==> src/hw/rtl/memory_balloon_rebalance_policy_defines.svh <==
// ----------------------------------------------------------------------------
// Balloon rebalance policy assertion macros
// Concurrent assertion shorthands clocked on clock, disabled during reset.
// ----------------------------------------------------------------------------
`ifndef MEMORY_BALLOON_REBALANCE_POLICY_DEFINES_SVH
`define MEMORY_BALLOON_REBALANCE_POLICY_DEFINES_SVH

// same-cycle implication
`define MBRP_ASSERT_IMPLIES(label, ante, cons, msg) \
   label: assert property (@(posedge clock) disable iff (reset) (ante) |-> (cons)) \
      else $error(msg);

// next-cycle implication
`define MBRP_ASSERT_NEXT(label, ante, cons, msg) \
   label: assert property (@(posedge clock) disable iff (reset) (ante) |=> (cons)) \
      else $error(msg);

`endif

==> src/hw/rtl/mbrp_pkg.sv <==
// ----------------------------------------------------------------------------
// Balloon rebalance policy package
// Shared constants, command and status types and saturating arithmetic.
// ----------------------------------------------------------------------------
package mbrp_pkg;

   localparam int MAX_GUESTS = 8;
   localparam int IDX_W      = (MAX_GUESTS > 1) ? $clog2(MAX_GUESTS) : 1;
   localparam int CNT_W      = $clog2(MAX_GUESTS + 1);
   localparam int DATA_W     = 32;
   localparam int OUT_IDX_W  = 5;
   localparam int CSR_IDX_W  = 4;

   localparam logic [DATA_W-1:0] LOADED_THR_RESET = DATA_W'(150 * 1024);
   localparam logic [DATA_W-1:0] FREE_THR_RESET   = DATA_W'(200 * 1024);

   localparam logic [CSR_IDX_W-1:0] CSR_LOADED_THR = CSR_IDX_W'(0);
   localparam logic [CSR_IDX_W-1:0] CSR_FREE_THR   = CSR_IDX_W'(1);

   localparam logic KIND_REPORT = 1'b0;
   localparam logic KIND_END    = 1'b1;

   typedef enum logic [1:0] {
      RD_SEL_MOST  = 2'd0,
      RD_SEL_LEAST = 2'd1,
      RD_SEL_SWEEP = 2'd2
   } rd_sel_type;

   typedef struct packed {
      logic       store_report;
      logic       latch_host;
      rd_sel_type rd_sel;
      logic       gen_most;
      logic       gen_least;
      logic       gen_sweep;
      logic       sweep_inc;
      logic       flush;
   } ctrl_cmd_type;

   typedef struct packed {
      logic sweep_go;
      logic sweep_last;
   } dp_status_type;

   function automatic logic [DATA_W-1:0] sat_sub(input logic [DATA_W-1:0] a,
                                                 input logic [DATA_W-1:0] b);
      logic [DATA_W-1:0] r;
      r = (a > b) ? (a - b) : '0;
      return r;
   endfunction

   function automatic logic [DATA_W-1:0] sat_add(input logic [DATA_W-1:0] a,
                                                 input logic [DATA_W-1:0] b);
      logic [DATA_W:0] s;
      s = {1'b0, a} + {1'b0, b};
      return s[DATA_W] ? '1 : s[DATA_W-1:0];
   endfunction

endpackage

==> src/hw/rtl/mbrp_datapath.sv <==
// ----------------------------------------------------------------------------
// Balloon rebalance policy datapath
// Guest report store, extreme tracking, threshold registers and command output.
// ----------------------------------------------------------------------------
module mbrp_datapath (
   input  logic                                clock,
   input  logic                                reset,
   input  mbrp_pkg::ctrl_cmd_type              cmd,
   output mbrp_pkg::dp_status_type             status,
   input  logic [mbrp_pkg::DATA_W-1:0]         req_unused_kib,
   input  logic [mbrp_pkg::DATA_W-1:0]         req_available_kib,
   input  logic [mbrp_pkg::DATA_W-1:0]         req_host_free_kib,
   input  logic                                csr_write,
   input  logic [mbrp_pkg::CSR_IDX_W-1:0]      csr_index,
   input  logic [mbrp_pkg::DATA_W-1:0]         csr_wdata,
   output logic                                rsp_strobe,
   output logic [mbrp_pkg::OUT_IDX_W-1:0]      rsp_guest_index,
   output logic [mbrp_pkg::DATA_W-1:0]         rsp_new_size_kib,
   output logic                                rsp_last
);

   logic [mbrp_pkg::DATA_W-1:0] guest_unused_ff    [mbrp_pkg::MAX_GUESTS];
   logic [mbrp_pkg::DATA_W-1:0] guest_available_ff [mbrp_pkg::MAX_GUESTS];
   logic [mbrp_pkg::DATA_W-1:0] rd_unused_ff, rd_available_ff;

   logic [mbrp_pkg::DATA_W-1:0] loaded_thr_ff, loaded_thr_in;
   logic [mbrp_pkg::DATA_W-1:0] free_thr_ff, free_thr_in;
   logic [mbrp_pkg::DATA_W-1:0] host_ff, host_in;

   logic [mbrp_pkg::CNT_W-1:0]  count_ff, count_in;
   logic [mbrp_pkg::IDX_W-1:0]  most_idx_ff, most_idx_in;
   logic [mbrp_pkg::IDX_W-1:0]  least_idx_ff, least_idx_in;
   logic [mbrp_pkg::DATA_W-1:0] most_val_ff, most_val_in;
   logic [mbrp_pkg::DATA_W-1:0] least_val_ff, least_val_in;
   logic [mbrp_pkg::IDX_W-1:0]  sweep_idx_ff, sweep_idx_in;

   logic                        pend_valid_ff, pend_valid_in;
   logic [mbrp_pkg::IDX_W-1:0]  pend_idx_ff, pend_idx_in;
   logic [mbrp_pkg::DATA_W-1:0] pend_size_ff, pend_size_in;

   logic                        out_strobe_ff, out_strobe_in;
   logic [mbrp_pkg::IDX_W-1:0]  out_idx_ff, out_idx_in;
   logic [mbrp_pkg::DATA_W-1:0] out_size_ff, out_size_in;
   logic                        out_last_ff, out_last_in;

   logic                        wr_en;
   logic [mbrp_pkg::IDX_W-1:0]  wr_addr;
   logic [mbrp_pkg::IDX_W-1:0]  rd_addr;
   logic                        count_nz;
   logic                        donor;
   logic                        starved;
   logic                        gen_hit;
   logic [mbrp_pkg::IDX_W-1:0]  gen_idx;
   logic [mbrp_pkg::DATA_W-1:0] gen_size;

   assign wr_addr  = count_ff[mbrp_pkg::IDX_W-1:0];
   assign wr_en    = cmd.store_report &&
                     (count_ff < mbrp_pkg::CNT_W'(mbrp_pkg::MAX_GUESTS));
   assign count_nz = (count_ff != '0);
   assign donor    = count_nz && (most_val_ff >= free_thr_ff);
   assign starved  = count_nz && (least_val_ff <= loaded_thr_ff);

   assign status.sweep_go   = count_nz && (host_ff <= loaded_thr_ff);
   assign status.sweep_last = (mbrp_pkg::CNT_W'(sweep_idx_ff) + mbrp_pkg::CNT_W'(1))
                              >= count_ff;

   always_comb begin
      unique case (cmd.rd_sel)
         mbrp_pkg::RD_SEL_MOST:  rd_addr = most_idx_ff;
         mbrp_pkg::RD_SEL_LEAST: rd_addr = least_idx_ff;
         mbrp_pkg::RD_SEL_SWEEP: rd_addr = sweep_idx_ff;
         default:                rd_addr = sweep_idx_ff;
      endcase
   end

   always_ff @(posedge clock) begin
      if (wr_en) begin
         guest_unused_ff[wr_addr]    <= req_unused_kib;
         guest_available_ff[wr_addr] <= req_available_kib;
      end
      rd_unused_ff    <= guest_unused_ff[rd_addr];
      rd_available_ff <= guest_available_ff[rd_addr];
   end

   always_comb begin
      loaded_thr_in = loaded_thr_ff;
      free_thr_in   = free_thr_ff;
      if (csr_write && (csr_index == mbrp_pkg::CSR_LOADED_THR)) begin
         loaded_thr_in = csr_wdata;
      end
      if (csr_write && (csr_index == mbrp_pkg::CSR_FREE_THR)) begin
         free_thr_in = csr_wdata;
      end
   end

   always_comb begin
      host_in      = cmd.latch_host ? req_host_free_kib : host_ff;
      count_in     = count_ff;
      most_idx_in  = most_idx_ff;
      least_idx_in = least_idx_ff;
      most_val_in  = most_val_ff;
      least_val_in = least_val_ff;
      sweep_idx_in = sweep_idx_ff;
      if (cmd.latch_host) begin
         sweep_idx_in = '0;
      end else if (cmd.sweep_inc) begin
         sweep_idx_in = sweep_idx_ff + mbrp_pkg::IDX_W'(1);
      end
      if (wr_en) begin
         count_in = count_ff + mbrp_pkg::CNT_W'(1);
         if (!count_nz) begin
            most_idx_in  = '0;
            least_idx_in = '0;
            most_val_in  = req_unused_kib;
            least_val_in = req_unused_kib;
         end else begin
            if (req_unused_kib > most_val_ff) begin
               most_idx_in = wr_addr;
               most_val_in = req_unused_kib;
            end
            if (req_unused_kib < least_val_ff) begin
               least_idx_in = wr_addr;
               least_val_in = req_unused_kib;
            end
         end
      end else if (cmd.flush) begin
         count_in     = '0;
         most_idx_in  = '0;
         least_idx_in = '0;
         most_val_in  = '0;
         least_val_in = '0;
      end
   end

   always_comb begin
      gen_hit  = 1'b0;
      gen_idx  = sweep_idx_ff;
      gen_size = mbrp_pkg::sat_sub(rd_available_ff, loaded_thr_ff);
      priority if (cmd.gen_most) begin
         gen_hit = donor;
         gen_idx = most_idx_ff;
      end else if (cmd.gen_least) begin
         gen_hit  = starved;
         gen_idx  = least_idx_ff;
         gen_size = mbrp_pkg::sat_add(rd_available_ff,
                                      donor ? loaded_thr_ff : free_thr_ff);
      end else if (cmd.gen_sweep) begin
         gen_hit = (rd_unused_ff >= free_thr_ff);
      end else begin
         gen_hit = 1'b0;
      end
   end

   always_comb begin
      pend_valid_in = pend_valid_ff;
      pend_idx_in   = pend_idx_ff;
      pend_size_in  = pend_size_ff;
      out_strobe_in = 1'b0;
      out_idx_in    = pend_idx_ff;
      out_size_in   = pend_size_ff;
      out_last_in   = 1'b0;
      if (gen_hit) begin
         out_strobe_in = pend_valid_ff;
         pend_valid_in = 1'b1;
         pend_idx_in   = gen_idx;
         pend_size_in  = gen_size;
      end else if (cmd.flush) begin
         out_strobe_in = pend_valid_ff;
         out_last_in   = 1'b1;
         pend_valid_in = 1'b0;
      end
   end

   always_ff @(posedge clock) begin
      if (reset) begin
         loaded_thr_ff <= mbrp_pkg::LOADED_THR_RESET;
         free_thr_ff   <= mbrp_pkg::FREE_THR_RESET;
         count_ff      <= '0;
         most_idx_ff   <= '0;
         least_idx_ff  <= '0;
         most_val_ff   <= '0;
         least_val_ff  <= '0;
         sweep_idx_ff  <= '0;
         pend_valid_ff <= 1'b0;
         out_strobe_ff <= 1'b0;
      end else begin
         loaded_thr_ff <= loaded_thr_in;
         free_thr_ff   <= free_thr_in;
         count_ff      <= count_in;
         most_idx_ff   <= most_idx_in;
         least_idx_ff  <= least_idx_in;
         most_val_ff   <= most_val_in;
         least_val_ff  <= least_val_in;
         sweep_idx_ff  <= sweep_idx_in;
         pend_valid_ff <= pend_valid_in;
         out_strobe_ff <= out_strobe_in;
      end
   end

   always_ff @(posedge clock) begin
      host_ff      <= host_in;
      pend_idx_ff  <= pend_idx_in;
      pend_size_ff <= pend_size_in;
      out_idx_ff   <= out_idx_in;
      out_size_ff  <= out_size_in;
      out_last_ff  <= out_last_in;
   end

   assign rsp_strobe       = out_strobe_ff;
   assign rsp_guest_index  = mbrp_pkg::OUT_IDX_W'(out_idx_ff);
   assign rsp_new_size_kib = out_size_ff;
   assign rsp_last         = out_last_ff;

endmodule

==> src/hw/rtl/mbrp_ctrl.sv <==
// ----------------------------------------------------------------------------
// Balloon rebalance policy controller
// Sequences the end-of-round decisions and the host-low sweep.
// ----------------------------------------------------------------------------
module mbrp_ctrl (
   input  logic                     clock,
   input  logic                     reset,
   input  logic                     start,
   input  logic                     req_kind,
   output logic                     busy,
   output mbrp_pkg::ctrl_cmd_type   cmd,
   input  mbrp_pkg::dp_status_type  status
);

   typedef enum logic [7:0] {
      ST_IDLE     = 8'b0000_0001,
      ST_RD_MOST  = 8'b0000_0010,
      ST_EX_MOST  = 8'b0000_0100,
      ST_RD_LEAST = 8'b0000_1000,
      ST_EX_LEAST = 8'b0001_0000,
      ST_SW_RD    = 8'b0010_0000,
      ST_SW_EX    = 8'b0100_0000,
      ST_FLUSH    = 8'b1000_0000
   } state_type;

   state_type state_ff, state_in;
   logic      accept;

   assign accept = start && (state_ff == ST_IDLE);
   assign busy   = (state_ff != ST_IDLE);

   always_comb begin
      state_in         = state_ff;
      cmd              = '0;
      cmd.rd_sel       = mbrp_pkg::RD_SEL_SWEEP;
      unique case (state_ff)
         ST_IDLE: begin
            if (accept && (req_kind == mbrp_pkg::KIND_REPORT)) begin
               cmd.store_report = 1'b1;
            end
            if (accept && (req_kind == mbrp_pkg::KIND_END)) begin
               cmd.latch_host = 1'b1;
               state_in       = ST_RD_MOST;
            end
         end
         ST_RD_MOST: begin
            cmd.rd_sel = mbrp_pkg::RD_SEL_MOST;
            state_in   = ST_EX_MOST;
         end
         ST_EX_MOST: begin
            cmd.gen_most = 1'b1;
            state_in     = ST_RD_LEAST;
         end
         ST_RD_LEAST: begin
            cmd.rd_sel = mbrp_pkg::RD_SEL_LEAST;
            state_in   = ST_EX_LEAST;
         end
         ST_EX_LEAST: begin
            cmd.gen_least = 1'b1;
            state_in      = status.sweep_go ? ST_SW_RD : ST_FLUSH;
         end
         ST_SW_RD: begin
            state_in = ST_SW_EX;
         end
         ST_SW_EX: begin
            cmd.gen_sweep = 1'b1;
            if (status.sweep_last) begin
               state_in = ST_FLUSH;
            end else begin
               cmd.sweep_inc = 1'b1;
               state_in      = ST_SW_RD;
            end
         end
         ST_FLUSH: begin
            cmd.flush = 1'b1;
            state_in  = ST_IDLE;
         end
         default: begin
            state_in = ST_IDLE;
         end
      endcase
   end

   always_ff @(posedge clock) begin
      if (reset) begin
         state_ff <= ST_IDLE;
      end else begin
         state_ff <= state_in;
      end
   end

endmodule

==> src/hw/rtl/memory_balloon_rebalance_policy.sv <==
// Guest report: taken whenever busy is low; no result.
// End of round: most and least unused guests, then all stored guests when the host is low on memory.
// Each result leaves in the cycle after the next is decided, the last in the cycle
// after the round ends, in the first idle cycle; the receiver cannot stall them.
// Sweep length is set by one registered read of the report store per guest.
// Synchronous reset clears the round state and loads the threshold reset values.
// ----------------------------------------------------------------------------
// Balloon rebalance policy top level
// Collects guest memory reports and issues set-size commands at round end.
// ----------------------------------------------------------------------------
`include "memory_balloon_rebalance_policy_defines.svh"

module memory_balloon_rebalance_policy (
   input  logic                                clock,
   input  logic                                reset,
   input  logic                                start,
   output logic                                busy,
   input  logic                                req_kind,
   input  logic [mbrp_pkg::DATA_W-1:0]         req_unused_kib,
   input  logic [mbrp_pkg::DATA_W-1:0]         req_available_kib,
   input  logic [mbrp_pkg::DATA_W-1:0]         req_host_free_kib,
   output logic                                rsp_strobe,
   output logic [mbrp_pkg::OUT_IDX_W-1:0]      rsp_guest_index,
   output logic [mbrp_pkg::DATA_W-1:0]         rsp_new_size_kib,
   output logic                                rsp_last,
   input  logic                                csr_valid,
   output logic                                csr_ready,
   input  logic [mbrp_pkg::CSR_IDX_W-1:0]      csr_index,
   input  logic [mbrp_pkg::DATA_W-1:0]         csr_wdata
);

   mbrp_pkg::ctrl_cmd_type  cmd;
   mbrp_pkg::dp_status_type status;

   assign csr_ready = 1'b1;

   mbrp_ctrl u_ctrl (
      .clock    (clock),
      .reset    (reset),
      .start    (start),
      .req_kind (req_kind),
      .busy     (busy),
      .cmd      (cmd),
      .status   (status)
   );

   mbrp_datapath u_datapath (
      .clock             (clock),
      .reset             (reset),
      .cmd               (cmd),
      .status            (status),
      .req_unused_kib    (req_unused_kib),
      .req_available_kib (req_available_kib),
      .req_host_free_kib (req_host_free_kib),
      .csr_write         (csr_valid && csr_ready),
      .csr_index         (csr_index),
      .csr_wdata         (csr_wdata),
      .rsp_strobe        (rsp_strobe),
      .rsp_guest_index   (rsp_guest_index),
      .rsp_new_size_kib  (rsp_new_size_kib),
      .rsp_last          (rsp_last)
   );

   `MBRP_ASSERT_IMPLIES(a_rsp_in_round, rsp_strobe, $past(busy), "result outside a round")
   `MBRP_ASSERT_NEXT(a_last_ends_burst, rsp_strobe && rsp_last, !rsp_strobe, "result after last")
   `MBRP_ASSERT_NEXT(a_end_goes_busy, start && !busy && req_kind, busy, "round end not taken")
   `MBRP_ASSERT_NEXT(a_report_stays_idle, start && !busy && !req_kind, !busy, "report held busy")

endmodule
==> config.mk <==
export PLATFORM = sky130hd
export DESIGN_NAME = memory_balloon_rebalance_policy
export DESIGN_NICKNAME = d
export VERILOG_FILES = /design/src/hw/rtl/mbrp_pkg.sv /design/src/hw/rtl/mbrp_datapath.sv /design/src/hw/rtl/mbrp_ctrl.sv /design/src/hw/rtl/memory_balloon_rebalance_policy.sv
export VERILOG_INCLUDE_DIRS = /design/src /design/src/hw/rtl
export SDC_FILE = /design/constraint.sdc
export NUM_CORES = 2
export LEC_CHECK = 0
export ABC_AREA = 1
export BUFFER_PORTS_ARGS = -buffer_cell sky130_fd_sc_hd__buf_2
export CORE_UTILIZATION = 30
export CTS_CLUSTER_DIAMETER = 30
export DETAILED_ROUTE_END_ITERATION = 16
export PLACE_DENSITY = 0.42
export SETUP_SLACK_MARGIN = 0.3
export SLEW_MARGIN = 10
export SYNTH_ARGS = -nofsm -noshare
export SYNTH_HDL_FRONTEND = slang
export SYNTH_SLANG_ARGS = --single-unit
==> constraint.sdc <==
create_clock -name clock -period 7.79 [get_ports clock]
set_clock_uncertainty 0.15 [all_clocks]
set_input_delay 0.779 -clock clock [delete_from_list [all_inputs] [get_ports clock]]
set_output_delay 0.779 -clock clock [all_outputs]
set_load 0.05 [all_outputs]
==> flow_metrics.env <==
export IMPL_status="completed"
export IMPL_fin_crit_sh=0.688
export IMPL_first_global_vias=30139
export IMPL_synth_async_reset_ratio=0
export IMPL_wire_per_inst_um=20.2
export IMPL_drt_pass1_iter_count=5
export IMPL_max_freq_mhz=187
export IMPL_p_leak_nw=20.7
export IMPL_nets=5009
export IMPL_avgViaCountPerCell=4.68
export IMPL_end_kind="flip-flop"
export IMPL_ir_drop_mv=0.183
export IMPL_htree_num_levels=4
export IMPL_layout_drive_gt1_share=0.129
export IMPL_slowest_delay_ps=550
export IMPL_r2r_cells=22
export IMPL_cts_root_buf="clkbuf_16"
export IMPL_design_area_um2=50900
export IMPL_cp_start_kind="flip-flop"
export IMPL_final_common_cell="nand2_1"
export IMPL_hpwl_um=91900
export IMPL_reg_top3="u_datapath.guest_available_ff: 256 flops, u_datapath.guest_unused_ff: 256 flops"
export IMPL_final_cell_mix="1236 x nand2_1, 579 x edfxtp_1, 570 x inv_1"
export IMPL_syn_area_per_cell_um2=9.38
export IMPL_ys_ff_latch=830
export IMPL_clkLatencyLatePin_ps=820
export IMPL_final_max_slew_viol_count=0
export IMPL_wl_um=132000
export IMPL_rsz0062_at_grt="no"
export IMPL_grt_pass1_wl_um=195000
export IMPL_ys_seq_area_frac=0.555
export IMPL_place_inst=6128
export IMPL_syn_area_um2=40400
export IMPL_setup_violations=0
export IMPL_grt_ovfl_total=0
export IMPL_die_area_um2=136000
export IMPL_grt_max_degree=189
export IMPL_crit_arrival_ps=5820
export IMPL_cp_max_fo=33
export IMPL_tns_ps=0
export IMPL_ys_warnings_count=0
export IMPL_antenna_found_initial=24
export IMPL_worst_path_max_delay_cell="nand2_1"
export IMPL_start_util=0.302
export IMPL_crit_buf_inv=3
export IMPL_drcViolationCount=0
export IMPL_core_region_area_um2=133000
export IMPL_detail_route_antenna_nets=0
export IMPL_clockBufferDepth=3
export IMPL_cts_buffers=214
export IMPL_slew_headroom=0.228
export IMPL_synth_edf_count=579
export IMPL_rows=134
export IMPL_reg2reg_to="u_datapath.out_size_in[18]"
export IMPL_p_per_area_nw_per_um2=294
export IMPL_r2r_setup_slack_ps=2430
export IMPL_die_h_um=369
export IMPL_min_path_type="primary input to flip-flop"
export IMPL_cp_top_family="simple AND/OR/NAND/NOR gates"
export IMPL_cts_sinks=830
export IMPL_dpl_cell_area_um2=43100
export IMPL_track_usage=0.194
export IMPL_cp_required_ps=8250
export IMPL_crit_type="flip-flop to flip-flop"
export IMPL_vias=30734
export IMPL_worstHoldStart="req_available_kib[22]"
export IMPL_post_route_min_period_ps=5360
export IMPL_final_hold_violation_count=0
export IMPL_area_growth_syn_to_layout_pct=26.2
export IMPL_setup_worst_path_start="u_datapath.free_thr_ff[11]"
export IMPL_netlist_instances=4305
export IMPL_drt_iter0_drc=1848
export IMPL_portBuffers=174
export IMPL_ys_flop_type="edfxtp_1"
export IMPL_fin_cells=6567
export IMPL_die_x_um=369
export IMPL_tightestPinTransition_ps=1160
export IMPL_clk_pin_slew_ps=50
export IMPL_cp_common_cell="nand2_1"
export IMPL_io_pins=178
export IMPL_cts_tree="built"
export IMPL_r2r_start="u_datapath.free_thr_ff[11]"
export IMPL_gp_congestion=0.929
export IMPL_synth_distinct_cells=46
export IMPL_holdPathStages=1
export IMPL_drv_cap=0
export IMPL_hold_end="u_datapath.guest_available_ff[2][22]"
export IMPL_cp_cell_sequence="inv_1 > ha_1 > a21oi_1 > nand2_1 > a21oi_1 > nand2_1 > nand2_1 > nand3_1 > nand2_2 > buf_4 > nand2_1 > o21ai_0 > ha_1 > inv_1 > fa_1 > o21ai_1 > a21oi_1 > o21ai_1 > nand2_1 > nand2_1 > o21ai_0 > nand2_1"
[area by class of cell]
type                    count  area (um2)
inverters                 579        2180
clock inverters           117        1480
well taps                1768        2210
fillers                 13438       82500
flip-flops and latches    830       22400
multi-input cells        2738       15100
clock buffers             286        6050
diodes                      4        10.0
repair buffers            245        1510
[worst reg2reg max path: stages, from the launching register on]
cell	delay (ps)
dfxtp_1	320
inv_1	80
ha_1	310
a21oi_1	170
nand2_1	90
a21oi_1	200
nand2_1	140
nand2_1	70
nand3_1	100
nand2_2	450
buf_4	400
nand2_1	80
o21ai_0	90
ha_1	190
inv_1	90
fa_1	420
o21ai_1	290
a21oi_1	200
o21ai_1	380
nand2_1	90
nand2_1	550
o21ai_0	210
nand2_1	100
[where the power goes]
| group | internal, mW | switching (mW) |
|---|---|---|
| clock | 6.18 | 2.76 |
| combinational | 0.349 | 0.750 |
| sequential | 4.84 | 0.106 |
[stage by stage]
step / power [mW] / hold slack [ps] / worst slack [ps] / utilization
2_1_floorplan: 5.65 / 173 / 1080 / -
4_1_cts: 15.1 / 9.00 / 2400 / 0.382
3_3_place_gp: 6.11 / 176 / 2250 / 0.323
3_5_place_dp: 6.11 / 177 / 2490 / 0.323
6_report: 15.0 / 79.9 / 2430 / 0.382
5_1_grt: 15.5 / 53.6 / 1930 / 0.382
[Yosys cell counts (3+ instances only)]
master       n  area share
a211oi_1     3     0.00056
nor3_1      37      0.0046
ha_1       262       0.081
dfxtp_1    251        0.12
nand3_1     76      0.0094
nand2_1   1237        0.12
buf_6        4      0.0011
a21o_1      12      0.0022
o21a_1      12      0.0022
o21ai_1      3     0.00037
inv_2        7     0.00065
a21oi_1    312       0.039
edfxtp_1   579        0.43
nor4_1      13      0.0020
xnor2_1      6      0.0013
o21ai_0    200       0.025
xor2_1      31      0.0067
o21bai_1     7      0.0013
buf_4       20      0.0037
nand4_1     26      0.0040
o211ai_1   257       0.048
nor2_4       4      0.0011
or2_2        6     0.00093
nand2_2      3     0.00047
nand2_4      4      0.0011
nor2_1     195       0.018
o22ai_1      3     0.00047
a31oi_1      5     0.00077
buf_1        8     0.00074
clkbuf_1    53      0.0049
nand3b_1     5     0.00093
buf_2       74      0.0092
inv_1      571       0.053
[timing repair]
action | in CTS | in global routing
gates resized for setup | 0 | 0
buffers inserted | 0 | 0
hold buffers | 32 | 0
hold endpoints to repair | 32 | 0
[worst max path at each step]
| stage | slack [ps] | cells after the start | to |
|---|---|---|---|
| after detailed placement | 2490 | 24 | u_datapath.out_size_in[20] |
| after CTS | 2400 | 22 | u_datapath.out_size_in[20] |
| after global placement | 2250 | 22 | u_datapath.out_size_in[26] |
| after global routing | 1930 | 25 | u_datapath.out_size_in[22] |
| final | 2430 | 22 | u_datapath.out_size_in[18] |
| after floorplan | 1080 | 9 | u_datapath.guest_available_ff[0][0] |
[kinds of logic (layout without fill, tap and decap cells)]
family | after synthesis | count (layout) | synth area share
XOR/XNOR | 37 | 37 | 0.00803
AND/OR/NAND/NOR | 1614 | 1614 | 0.160
adder cells (fa/ha/maj) | 264 | 264 | 0.0822
buffers and inverters | 738 | 1227 | 0.0735
other | 2 | 7 | 0.000186
flip-flops | 830 | 830 | 0.555
AO/OA/AOI/OAI | 820 | 820 | 0.120
[per-layer routing]
| layer | global-route usage | up-vias | share of wire |
|---|---|---|---|
| li1 | - | 15246 | - |
| met1 | 0.261 | 14561 | 0.47 |
| met2 | 0.316 | 700 | 0.46 |
| met3 | 0.0377 | 207 | 0.050 |
| met4 | 0.0526 | 20 | 0.020 |
| met5 | 0 | - | 0.00099 |
No activity file was read; power rests on OpenSTA's default activity.
